**src/rtl/sfnc_pkg.sv**
```systemverilog
// ---------------------------------------------------------------------------
// sfnc_pkg
// shared types, widths and the color averaging function of the facet block
// ---------------------------------------------------------------------------
`default_nettype none

package sfnc_pkg;

    localparam int COORD_BITS           = 24;
    localparam int NORMAL_FRACTION_BITS = 30;

    // edge, cross product and square widths
    localparam int EW   = COORD_BITS + 1;
    localparam int PW   = 2 * EW;
    localparam int CW   = PW + 1;
    localparam int MW   = CW;
    localparam int LOW  = (MW + 1) / 2;
    localparam int HIW  = MW - LOW;
    localparam int SQW  = 2 * MW;
    localparam int SW   = SQW + 2;
    localparam int WW   = SW + 2 * NORMAL_FRACTION_BITS + 3;
    localparam int QW   = NORMAL_FRACTION_BITS + 1;
    localparam int BW   = $clog2(QW);
    localparam int OW   = 32;

    localparam int          COLOR_SHIFT = 27;
    localparam logic [16:0] COLOR_RECIP = 17'd87725;
    localparam logic [4:0]  CHAN_FULL   = 5'd31;
    localparam logic [15:0] VALID_BIT   = 16'h8000;

    localparam logic [7:0] REG_COLOR_MODE     = 8'd0;
    localparam logic [7:0] REG_COLORS_PRESENT = 8'd1;

    typedef struct packed {
        logic [2:0][EW-1:0] e1;
        logic [2:0][EW-1:0] e2;
        logic [15:0]        color_word;
    } t_tri;

    typedef enum logic [2:0] {
        BK_IDLE,
        BK_CROSS,
        BK_SQUARE,
        BK_CHECK,
        BK_NINIT,
        BK_TRIAL,
        BK_CMP,
        BK_DONE
    } t_back_state;

    // round(sum * 31 / 765) clamped, by reciprocal multiply
    function automatic logic [4:0] avg_channel(input logic [9:0] sum);
        logic [15:0] x;
        logic [32:0] p;
        logic [5:0]  v;
        x = 16'({6'd0, sum} * 16'd62) + 16'd765;
        p = {17'd0, x} * {16'd0, COLOR_RECIP};
        v = p[COLOR_SHIFT+5:COLOR_SHIFT];
        return (v > 6'(CHAN_FULL)) ? CHAN_FULL : v[4:0];
    endfunction

endpackage

`default_nettype wire

```
**src/rtl/sfnc_fifo.sv**
```systemverilog
// ---------------------------------------------------------------------------
// sfnc_fifo
// two-entry queue of triangle jobs between front and back
// ---------------------------------------------------------------------------
`default_nettype none

module sfnc_fifo (
    input  wire logic          i_clk,
    input  wire logic          i_rst_n,
    input  wire logic          i_wr,
    input  wire sfnc_pkg::t_tri i_data,
    output logic               o_full,
    input  wire logic          i_rd,
    output logic               o_empty,
    output sfnc_pkg::t_tri     o_data
);
    import sfnc_pkg::*;

    t_tri       r_mem [2];
    logic       r_wp;
    logic       r_rp;
    logic [1:0] r_cnt;

    assign o_full  = (r_cnt == 2'd2);
    assign o_empty = (r_cnt == 2'd0);
    assign o_data  = r_mem[r_rp];

    always_ff @(posedge i_clk) begin
        if (!i_rst_n) begin
            r_wp  <= 1'b0;
            r_rp  <= 1'b0;
            r_cnt <= 2'd0;
        end else begin
            if (i_wr) begin
                r_wp <= ~r_wp;
            end
            if (i_rd) begin
                r_rp <= ~r_rp;
            end
            r_cnt <= r_cnt + 2'(i_wr) - 2'(i_rd);
        end
    end

    always_ff @(posedge i_clk) begin
        if (i_wr) begin
            r_mem[r_wp] <= i_data;
        end
    end

endmodule

`default_nettype wire

```
**config.mk**
```make
export PLATFORM = sky130hd
export DESIGN_NAME = sfnc_fifo
export DESIGN_NICKNAME = d
export VERILOG_FILES = /design/src/rtl/sfnc_pkg.sv /design/src/rtl/sfnc_fifo.sv
export SDC_FILE = /design/constraint.sdc
export NUM_CORES = 1
export LEC_CHECK = 0
export BUFFER_PORTS_ARGS = -buffer_cell sky130_fd_sc_hd__buf_2
export CORE_ASPECT_RATIO = 0.75
export CORE_MARGIN = 2
export CORE_UTILIZATION = 30
export DETAILED_ROUTE_END_ITERATION = 8
export SKIP_CTS_REPAIR_TIMING = 1
export SLEW_MARGIN = 20
export SYNTH_ARGS = -nofsm -noshare
export SYNTH_HDL_FRONTEND = slang
export SYNTH_SLANG_ARGS = --single-unit
```
**constraint.sdc**
```tcl
create_clock -name i_clk -period 19.97 [get_ports i_clk]
set_clock_uncertainty 0.15 [all_clocks]
set_input_delay 1.997 -clock i_clk [delete_from_list [all_inputs] [get_ports i_clk]]
set_output_delay 1.997 -clock i_clk [all_outputs]
set_load 0.02 [all_outputs]
```
Yosys cells after proc, flatten, opt, wreduce, memory -nomap -nowiden
Memories as Yosys holds them, arrays and structs flattened. A register that Yosys moved wholly into a read port is not among the register bits.
Cells that the tools add are included.
{"block": "word_totals", "out_inout_bits": 168, "inputBits": 170, "memories": 1, "mem_bits_rw": 332, "reg_bits": 4}
{"name": "r_mem", "words": 2, "width": 166, "rd": 1, "rd_ports_with_merged_regs": 1, "write_ports": 1, "line": "sfnc_fifo.sv:19", "rtl": "t_tri r_mem [2];"}
{"block": "classes", "bitwise_logic": 2, "addsub": 2, "muxes": 4, "n_eq_ne": 1, "n_reduce_logical": 1}
{"cell": "1-bit 2-to-1 mux", "count": 4}
{"cell": "2-bit by 1-bit adder with 2-bit output", "count": 1}
{"cell": "2-bit == test, second input constant", "count": 1}
{"cell": "2-bit zero test", "count": 1}
{"cell": "1-bit inverter", "count": 2}
{"cell": "2-bit by 1-bit subtractor with 2-bit output", "count": 1}

Longest topological paths before layout
{"block": "depth", "ltp_word": 3, "mapped_depth": 6, "ltp_nobuf": 6}

Least setup slack after synthesis
Ideal clock, no wire load.
{"block": "synth_path", "kind": "in2reg", "start": "in i_wr", "end": "mem r_mem[0][0] (netlist name), enable pin", "path_stages": 1, "required_time_ns": 19.106, "path_buffers": 0, "t_arrival_ns": 9.199, "setup_ns": 0.714, "slack_ns": 9.907, "cell_sequence": "nor2b_1"}
{"block": "synth_between", "elab_chain_cells": 2}
{"element": "start: declaration", "line": "sfnc_fifo.sv:10", "rtl": "input wire logic i_wr,"}
{"element": "1-bit 2-to-1 mux", "line": "sfnc_fifo.sv:45", "rtl": "if (i_wr) begin"}
{"element": "1-bit 2-to-1 mux (implied by the code)", "line": "sfnc_fifo.sv:46", "rtl": "r_mem[r_wp] <= i_data;"}
{"element": "end: declaration", "line": "sfnc_fifo.sv:19"}
Every way passes these cells.

==> reports/metrics.cfg <==
[global_routing]
grt_overflow = 0
grtUsageTotal_pct = 11.49
grt_max_degree = 73
grt_pass1_vias = 6366
grt_pass1_wl_um = 37290
antenna_found_initial = 3

[timing]
rsz0062_at_grt = false
hold_viol_final = 0
timing.hold.ws_ps = 432.0
post-route-min-period_ps = 4926
post-route-period-util_pct = 24.67
final.setup.tns_ps = 0
clock.fmax_mhz = 203.0
slew_violations = 0
worst_slew_pin_slew_ps = 1055
max-slew-margin-rel_pct = 29.64
setup_viol = 0

[drt]
wl_um = 25780
drt_iter0_drc = 254
route.detailed.drc = 0
num_vias = 6173
wl_per_cell_um = 17.74
via_per_inst = 4.248
first_pass_iters = 4
drtAntennaViolNets = 0

[power_and_ir_drop]
p_leak_nw = 5.790
ir_worst_vdd_mv = 0.07401
power_mw = 1.667
power_density_nw_per_um2 = 106.6

[outcome]
status = finished clean

[synth]
synth_top_area_share_pct = 81.41
synth_cell_types = 14
syn_inst = 537
synthAdderAreaFrac_pct = 0.2043
muxShareOfSynthArea_pct = 15.26
synth.area.top_cells = edfxtp_1 (81%), mux2_2 (15%), buf_6 (1.3%), dfxtp_1 (0.82%), and2_1 (0.20%)
yosys.area.top_type = edfxtp_1
synth_top_family_by_area = multiplexers
synthSimpleGateAreaFrac_pct = 0.4393
synth_compound_area_share_pct = 0.06130
avgSynthCellArea_um2 = 22.81
synth_edf_count = 332
yosys_warnings = 0
syn_nets = 709
async_flop_share_pct = 0
synth_seq_cells = 337
synth_xor_area_share_pct = 0.2554
yosysSeqAreaShare_pct = 82.22
ys_top_cells_by_count = edfxtp_1 (332), mux2_2 (166), buf_6 (14)
synth.cell_area_um2 = 12250
synth_top_flop_cell = edfxtp_1
yosysMostFrequentCell = edfxtp_1

[finish]
nets = 1073
diodes = 0
area_growth_pct = 27.65
fin_util_pct = 38.58
drive_above_1_share_pct = 61.30

[critical_path]
crit_family = buffers and inverters
cp_cell_sequence = buf_4, mux2_2, buf_2
cp.arrival_ps = 2780
path_buf_inv = 2
crit_type = flip-flop to primary output
timing.rr.start = r_wp
crit_fanout = 72
crit_required_ps = 17820
slowest_delay_ps = 800
critPathLaunchType = flip-flop
crit_path_top_delay_cell = buf_4
endpoint_kind = primary output

[die]
fp.dieW_um = 237.3
dieArea_um2 = 42470
ios = 338
die_h_um = 179.0
start_util_pct = 30.22
rows = 64
coreArea_um2 = 40520

[clocking]
htreeDepth = 2
cts_root_buffer = clkbuf_16
cts_sinks = 337
clock_path_buffers = 3
clk-insertion-delay-late_ps = 510
clk_pin_slew_ps = 60
numCtsBuffers = 36
cts_tree = built

[placed_design]
dp_hpwl_um = 16840
portBuffers = 337
routabilityCongestion = 0.7141

[worst_hold_path]
min-delay-start = r_rp
hold_path.class = flip-flop to flip-flop

[run]
cap_viol_max_count = 0

tightest hold or removal path, delay by kind of cell (launching register included):
kind          cells  cell delay [ps]
simple gates      1              140
flops             1              330
xor+xnor          1               70
cell families after synthesis:
group | Yosys count
adder cells (fa/ha/maj) | 2
buffers and inverters | 20
AO/OA/AOI/OAI | 1
AND/OR/NAND/NOR | 9
multiplexers | 166
XOR/XNOR | 2
flip-flops | 337
power breakdown:
group / switching [mW] / total, mW / internal (mW)
Sequential: 0.0107 / 0.829 / 0.819
Clock: 0.263 / 0.654 / 0.391
Combinational: 0.110 / 0.184 / 0.0742
cell type report:
cell class	instances	area, um2
Timing Repair Buffer	344	1739
Tap cell	528	660.6
Fill cell	3753	24890
Clock buffer	45	996.0
Sequential cell	337	10070
Inverter	2	7.507
Clock inverter	17	158.9
Multi-Input combinational cell	180	1997
through the flow:
step	cell area, um2	instances	setup WS, ps
2_1_floorplan	12250	537	9907
3_3_place_gp	14480	1391	15560
3_5_place_dp	14480	1391	15520
4_1_cts	15630	1453	14950
5_1_grt	15630	1453	14880
6_report	15630	1453	15040
sequential cells by signal, summed over array words and instances, names as in the netlist, named ones only:
| name | count |
|---|---|
| r_rp | 1 |
| r_wp | 1 |
| r_cnt | 2 |
| r_mem | 332 |
layer usage:
| metal | global-route usage (%) | part of all wire [%] | vias up |
|---|---|---|---|
| met1 | 14.90 | 44 | 3051 |
| met2 | 18.35 | 47 | 197 |
| li1 | - | - | 2877 |
| met3 | 4.049 | 7.2 | 46 |
| met4 | 3.092 | 1.9 | 2 |
| met5 | 0 | 0.043 | - |
final timing paths:
kind | depth (start not counted) | to | slack [ps]
worst min register to register | 2 | flip-flop | 430
worst min-delay path | 2 | flip-flop | 430
worst max register to register | 3 | r_mem[0][86] | 17450
worst max-delay path | 3 | o_data[36] | 15040
cells in the final DEF (no fill, tap or decap):
master / synthesis / layout
and2_4: 0 / 1
clkbuf_8: 0 / 4
nor2_1: 1 / 1
dfxtp_4: 0 / 1
inv_1: 2 / 2
inv_6: 0 / 1
mux2_2: 166 / 166
clkbuf_16: 0 / 37
dfxtp_1: 5 / 4
clkbuf_1: 0 / 4
o21a_1: 1 / 1
nor2b_4: 0 / 1
xnor3_1: 1 / 1
buf_4: 2 / 7
nor2b_1: 4 / 3
edfxtp_1: 332 / 332
ha_1: 2 / 2
xor2_1: 1 / 1
clkinv_2: 0 / 9
bufinv_16: 0 / 3
clkinv_1: 0 / 4
buf_2: 2 / 337
and2_1: 4 / 3
No activity file was read; power rests on OpenSTA's default activity.
