File: config.mk
export PLATFORM = sky130hd
export DESIGN_NAME = sfnc_front
export DESIGN_NICKNAME = d
export VERILOG_FILES = /design/src/rtl/sfnc_pkg.sv /design/src/rtl/sfnc_front.sv
export SDC_FILE = /design/constraint.sdc
export NUM_CORES = 1
export LEC_CHECK = 0
export CORE_AREA = 2 2 211 213
export DETAILED_ROUTE_END_ITERATION = 8
export DIE_AREA = 0 0 213 215
export DONT_BUFFER_PORTS = 1
export GPL_ROUTABILITY_DRIVEN = 0
export PLACE_DENSITY = 0.91
export SYNTH_ARGS = -nofsm -noshare
export SYNTH_HDL_FRONTEND = slang
export SYNTH_SLANG_ARGS = --single-unit
File: constraint.sdc
create_clock -name i_clk -period 22.9 [get_ports i_clk]
set_input_delay 3.435 -clock i_clk [delete_from_list [all_inputs] [get_ports i_clk]]
set_output_delay 3.435 -clock i_clk [all_outputs]
set_load 0.005 [all_outputs]
File: src/rtl/sfnc_pkg.sv
// ---------------------------------------------------------------------------
// sfnc_pkg
// shared types, widths and the color averaging function of the facet block
// ---------------------------------------------------------------------------
`default_nettype none

package sfnc_pkg;

    localparam int COORD_BITS           = 24;
    localparam int NORMAL_FRACTION_BITS = 30;

    // edge, cross product and square widths
    localparam int EW   = COORD_BITS + 1;
    localparam int PW   = 2 * EW;
    localparam int CW   = PW + 1;
    localparam int MW   = CW;
    localparam int LOW  = (MW + 1) / 2;
    localparam int HIW  = MW - LOW;
    localparam int SQW  = 2 * MW;
    localparam int SW   = SQW + 2;
    localparam int WW   = SW + 2 * NORMAL_FRACTION_BITS + 3;
    localparam int QW   = NORMAL_FRACTION_BITS + 1;
    localparam int BW   = $clog2(QW);
    localparam int OW   = 32;

    localparam int          COLOR_SHIFT = 27;
    localparam logic [16:0] COLOR_RECIP = 17'd87725;
    localparam logic [4:0]  CHAN_FULL   = 5'd31;
    localparam logic [15:0] VALID_BIT   = 16'h8000;

    localparam logic [7:0] REG_COLOR_MODE     = 8'd0;
    localparam logic [7:0] REG_COLORS_PRESENT = 8'd1;

    typedef struct packed {
        logic [2:0][EW-1:0] e1;
        logic [2:0][EW-1:0] e2;
        logic [15:0]        color_word;
    } t_tri;

    typedef enum logic [2:0] {
        BK_IDLE,
        BK_CROSS,
        BK_SQUARE,
        BK_CHECK,
        BK_NINIT,
        BK_TRIAL,
        BK_CMP,
        BK_DONE
    } t_back_state;

    // round(sum * 31 / 765) clamped, by reciprocal multiply
    function automatic logic [4:0] avg_channel(input logic [9:0] sum);
        logic [15:0] x;
        logic [32:0] p;
        logic [5:0]  v;
        x = 16'({6'd0, sum} * 16'd62) + 16'd765;
        p = {17'd0, x} * {16'd0, COLOR_RECIP};
        v = p[COLOR_SHIFT+5:COLOR_SHIFT];
        return (v > 6'(CHAN_FULL)) ? CHAN_FULL : v[4:0];
    endfunction

endpackage

`default_nettype wire

File: src/rtl/sfnc_front.sv
// ---------------------------------------------------------------------------
// sfnc_front
// collects corners, sums colors, forms edges and the color word
// ---------------------------------------------------------------------------
`default_nettype none

module sfnc_front (
    input  wire logic                      i_clk,
    input  wire logic                      i_rst_n,
    input  wire logic                      i_accept,
    input  wire logic [sfnc_pkg::COORD_BITS-1:0] i_coord_x,
    input  wire logic [sfnc_pkg::COORD_BITS-1:0] i_coord_y,
    input  wire logic [sfnc_pkg::COORD_BITS-1:0] i_coord_z,
    input  wire logic [7:0]                i_red,
    input  wire logic [7:0]                i_green,
    input  wire logic [7:0]                i_blue,
    input  wire logic                      i_color_mode,
    input  wire logic                      i_colors_present,
    output logic                           o_job_wr,
    output sfnc_pkg::t_tri                 o_job
);
    import sfnc_pkg::*;

    logic [1:0]            r_count;
    logic [9:0]            r_sum [3];
    logic [COORD_BITS-1:0] r_held [6];

    logic [9:0]            n_sum [3];
    logic [COORD_BITS-1:0] in_c [3];
    logic [7:0]            in_col [3];
    logic [4:0]            chan [3];
    logic                  third;

    assign in_c[0]   = i_coord_x;
    assign in_c[1]   = i_coord_y;
    assign in_c[2]   = i_coord_z;
    assign in_col[0] = i_red;
    assign in_col[1] = i_green;
    assign in_col[2] = i_blue;
    assign third     = (r_count == 2'd2);
    assign o_job_wr  = i_accept && third;

    always_comb begin
        for (int i = 0; i < 3; i++) begin
            n_sum[i] = r_sum[i] + {2'd0, in_col[i]};
            chan[i]  = i_colors_present ? avg_channel(n_sum[i]) : CHAN_FULL;
            o_job.e1[i] = EW'($signed(r_held[3+i])) - EW'($signed(r_held[i]));
            o_job.e2[i] = EW'($signed(in_c[i])) - EW'($signed(r_held[i]));
        end
        if (i_color_mode) begin
            o_job.color_word = {1'b0, chan[2], chan[1], chan[0]};
        end else begin
            o_job.color_word = VALID_BIT | {1'b0, chan[0], chan[1], chan[2]};
        end
    end

    always_ff @(posedge i_clk) begin
        if (!i_rst_n) begin
            r_count <= 2'd0;
            for (int i = 0; i < 3; i++) begin
                r_sum[i] <= 10'd0;
            end
        end else if (i_accept) begin
            r_count <= third ? 2'd0 : r_count + 2'd1;
            for (int i = 0; i < 3; i++) begin
                r_sum[i] <= third ? 10'd0 : n_sum[i];
            end
        end
    end

    always_ff @(posedge i_clk) begin
        if (i_accept && !third) begin
            for (int i = 0; i < 3; i++) begin
                if (r_count[0]) begin
                    r_held[3+i] <= in_c[i];
                end else begin
                    r_held[i] <= in_c[i];
                end
            end
        end
    end

endmodule

`default_nettype wire

Yosys cells after proc, flatten, opt, wreduce, memory -nomap -nowiden
Memories as Yosys holds them, arrays and structs flattened.
Cells that the tools add are included.
Widths: inputs -> output; s select.
{"block": "classes", "n_addsub": 13, "magnitude_cmp": 3, "mul": 6, "bitwise": 3, "n_reduce_logical": 6, "eq_ne": 1, "n_mux": 33}
{"op": "$sub 24x24->25", "n": 6}
{"op": "$mul 16x17->33 const B", "n": 3}
{"op": "$mux 24", "n": 3}
{"op": "$reduce_or 24->1", "n": 3}
{"op": "$mux 10", "n": 6}
{"op": "$add 16x10->16 const B", "n": 3}
{"op": "$mul 10x5->15 const B", "n": 3}
{"op": "$add 10x8->10", "n": 3}
{"op": "$mux 5", "n": 6}
{"op": "$gt 6x5->1 const B", "n": 3}
{"op": "$mux 16", "n": 1}
{"op": "$mux 1", "n": 13}
{"op": "$mux 3", "n": 3}
{"op": "$or 1x1->1", "n": 3}
{"op": "$add 2x1->2 const B", "n": 1}
{"op": "$eq 2x2->1 const B", "n": 1}
{"op": "$logic_and 1x1->1", "n": 2}
{"op": "$mux 2", "n": 1}
{"op": "$logic_not 1->1", "n": 1}
{"block": "totals", "elab_cells": 68, "mem_count": 2, "register_bits": 2, "ram_bits": 174, "out_inout_bits": 167, "input_bits": 101}
{"name": "r_held", "depth": 6, "word_bits": 24, "read_ports": 6, "rd_ports_with_merged_regs": 0, "write_ports": 3, "line": "sfnc_front.sv:26", "text": "logic [COORD_BITS-1:0] r_held [6];"}
{"name": "r_sum", "depth": 3, "word_bits": 10, "read_ports": 3, "rd_ports_with_merged_regs": 0, "write_ports": 3, "line": "sfnc_front.sv:25", "text": "logic [9:0] r_sum [3];"}

Logic depth before layout (Yosys ltp)
An unclocked memory read counts as a cell.
{"block": "logic_depth", "ltp_word": 9, "depth_mapped": 50, "depth_no_buf": 49}

Least setup slack after synthesis
No wires, ideal clock.
{"block": "synth_timing", "path_kind": "input port to output port", "startpoint": "input i_green[0]", "endpoint": "output o_job[5] in the netlist's numbering", "slack_ps": 5601, "required_time_ps": 19465, "path_stages": 40, "n_path_buf": 0, "t_arrival_ps": 13864, "cell_sequence": "ha_1 > inv_1 > fa_1 > xnor2_1 > inv_1 > fa_1 > fa_1 > fa_1 > inv_1 > ha_1 > a21oi_1 > o21ai_0 > a21oi_1 > a21oi_1 > a311oi_1 > xnor2_1 > and4b_1 > nand2_1 > [4 not listed] > fa_1 > fa_1 > inv_1 > fa_1 > inv_1 > fa_1 > inv_1 > ha_1 > a21o_1 > a21o_1 > a211oi_1 > o21ai_0 > a31o_2 > a2111oi_0 > o31ai_1 > a21oi_1 > xnor2_1 > nand3_1"}
{"item": "start, declared", "line": "sfnc_front.sv:15", "text": "input wire logic [7:0] i_green,"}
{"item": "end, declared", "line": "sfnc_front.sv:20", "text": "output sfnc_pkg::t_tri o_job"}

==> out/qor.txt <==
Starting Density - 68.80%
Class of the most critical setup path - in2out
CP Data Arrival Time - 15.13 ns
Top cell type's share of synthesized area - 25.92%
Antenna Nets Post-Route - 0
TritonCTS clock tree - done
Avg WL per Cell - 20.13 um
Initial DRC Count - 1317
Post-synthesis cell type count - 92
Ys async rst share - 0%
Worst-margin pin slew - 0.9546 ns
Fin Setup TNS - 0 ns
Die H - 215 um
Net Count, Synth - 4121
Largest net degree at the start of global routing - 51
Die Wd - 213 um
Worst Reg-to-Reg Cells - 11
Most common cell type on the critical path - fa_1
Top_reg_cell synth - edfxtp_1
Cts hold-fix bufs - 0
HP Class - reg2reg
Most frequent cells in the layout - 709 x inv_1, 622 x ha_1, 288 x fa_1
GRT Total Usage - 33.37%
Crit path to - o_job[6]
DR vias - 22850
Sequential fraction of the synthesis area - 17.53%
CTS max path bufs - 2
Final slew viol count - 0
Number of enable flip-flop cells after synthesis - 174
FILL cells - 2865
Mapped cell area - 0.03003 mm2
Final-report hold violation count - 0
FP Rows - 77
Critical-path top delay cell - xnor2_1
Largest stage delay on the critical path - 0.78 ns
Number of gates given a new drive strength after cts - 0
Synth warnings - 0
RSZ-0062 raised after global routing - no
Routed wire length - 75120 um
Max Cap Viol - 0
Yosys top cell by area - ha_1
DIE AREA - 0.04580 mm2
F_max - 53.87 MHz
DRC violations left - 0
Layout cell share with drive strength beyond 1 - 2.710%
Most common cell after layout, fill and taps aside - inv_1
Status - finished, final reports clean
CP Max Fanout - 7
Reg clk slew, reported paths - 0.07 ns
Initial antenna violation count - 4
#FFs+latches synth - 176
CP Launch Type - primary input
CTS Root Cell - clkbuf_16
Port Buffers - 0
R2r startpoint - r_sum[0][21]
Final setup violation count - 0
CTS Buf Count - 17
Final cell count without fillers - 3732
Grt total ovfl - 0
Final net count - 4135
CP Launch Point - i_green[0]
Shortest period the worst path allows - 18.56 ns
Via-per-instance ratio - 6.123
WP data required - 19.47 ns
CTS H-tree lvls - 4
Pre-Repair DR Iteration Count - 6
Tcrit/Tclk final - 81.07%
Post-synthesis average cell area - 9.655 um2
Reg2Reg Setup Slack - 19.85 ns
First-pass GRT wire length - 120900 um
DPL Wire Length - 63770 um
Placed insts - 3697
Skew-Pair Late Insertion Delay - 0.45 ns
Ranking of synthesized cells by area - ha_1 26%, fa_1 19%, edfxtp_1 17%
Setup Skew - 0.01064 ns
Final instance area - 0.03140 mm2
Syn Inst Count - 3110
Crit path capture type - primary output
Number of global-route vias before repair - 24850
Slew margin rel. - 35.90%
Dpl cell area - 0.03077 mm2
# IOs - 268
Placeable Area - 0.04364 mm2
Synth-to-Final Area Change - 4.575%
Clock sinks - 176
Post-CTS setup buffers - 0
R2r endpoint - r_sum[0][29]
[cell families after synthesis]
group	after synthesis	share of synthesized area (%)
buffers and inverters	719	9.009
flip-flops	176	17.53
XOR/XNOR	251	7.421
AO/OA/AOI/OAI	558	12.70
adder cells (fa/ha/maj)	910	45.12
AND/OR/NAND/NOR	496	8.221
[worst max-delay path, delay by kind of cell]
| kind | cells | cell delay, ns |
|---|---|---|
| XOR/XNOR | 4 | 1.73 |
| buffers and inverters | 7 | 0.56 |
| AO/OA/AOI/OAI | 12 | 2.84 |
| adder cells (fa/ha/maj) | 13 | 5.80 |
| AND/OR/NAND/NOR | 5 | 0.79 |
[per-layer routing]
metal / vias to the layer above / wire [um] / GRT usage, %
li1: 10470 / - / -
met1: 11070 / 26790 / 35.64
met2: 997 / 37190 / 59.03
met3: 309 / 6795 / 9.528
met4: 2 / 4329 / 18.09
met5: - / 9 / 0
[cell type report]
cell class,count,area [um2],share of cell area (%)
repair buffers,4,30.03,0.09563
flip-flops and latches,176,5265,16.77
inverters,710,2665,8.487
clock buffers,17,425.4,1.355
multi-input cells,2215,22070,70.28
clock inverters,15,200.2,0.6375
diodes,3,7.507,0.02391
well taps,592,740.7,2.359
[per-stage QoR]
| step | utilization, % | hold WS (ns) | setup slack, ns |
|---|---|---|---|
| after global placement | 70.50 | 0.6404 | 5.052 |
| after global routing | 71.94 | 0.7149 | 3.619 |
| after floorplan | - | 0.6022 | 5.601 |
| after CTS | 71.93 | 0.6928 | 4.328 |
| final | 71.95 | 0.6881 | 4.336 |
| after detailed placement | 70.50 | 0.6826 | 4.356 |
[registers in the layout, summed over array words and instances (netlist names)]
register and count:
r_count 2, r_sum 30, r_held 144
[how the worst min path moves through the flow]
stage / startpoint / cells past startpoint / slack (ns) / endpoint
global route: r_count[0] / 2 / 0.71 / r_count[0]
finish: r_count[0] / 2 / 0.69 / r_count[0]
CTS: r_count[0] / 2 / 0.69 / r_count[0]
detailed placement: r_count[0] / 2 / 0.68 / r_count[0]
global placement: r_count[1] / 4 / 0.64 / r_count[1]
floorplan: r_count[1] / 4 / 0.60 / r_count[1]
[synthesized netlist by cell type, types with 41 or more instances]
cell,instances
a21o_1,75
ha_1,622
inv_1,709
edfxtp_1,174
xnor2_1,169
nor2b_1,41
fa_1,288
xor2_1,78
a21oi_1,152
nand2_1,101
nor2_1,155
o21ai_0,88
Power is not shown: default switching activity piles up to over one toggle a cycle in this logic, so the estimate is an artifact.
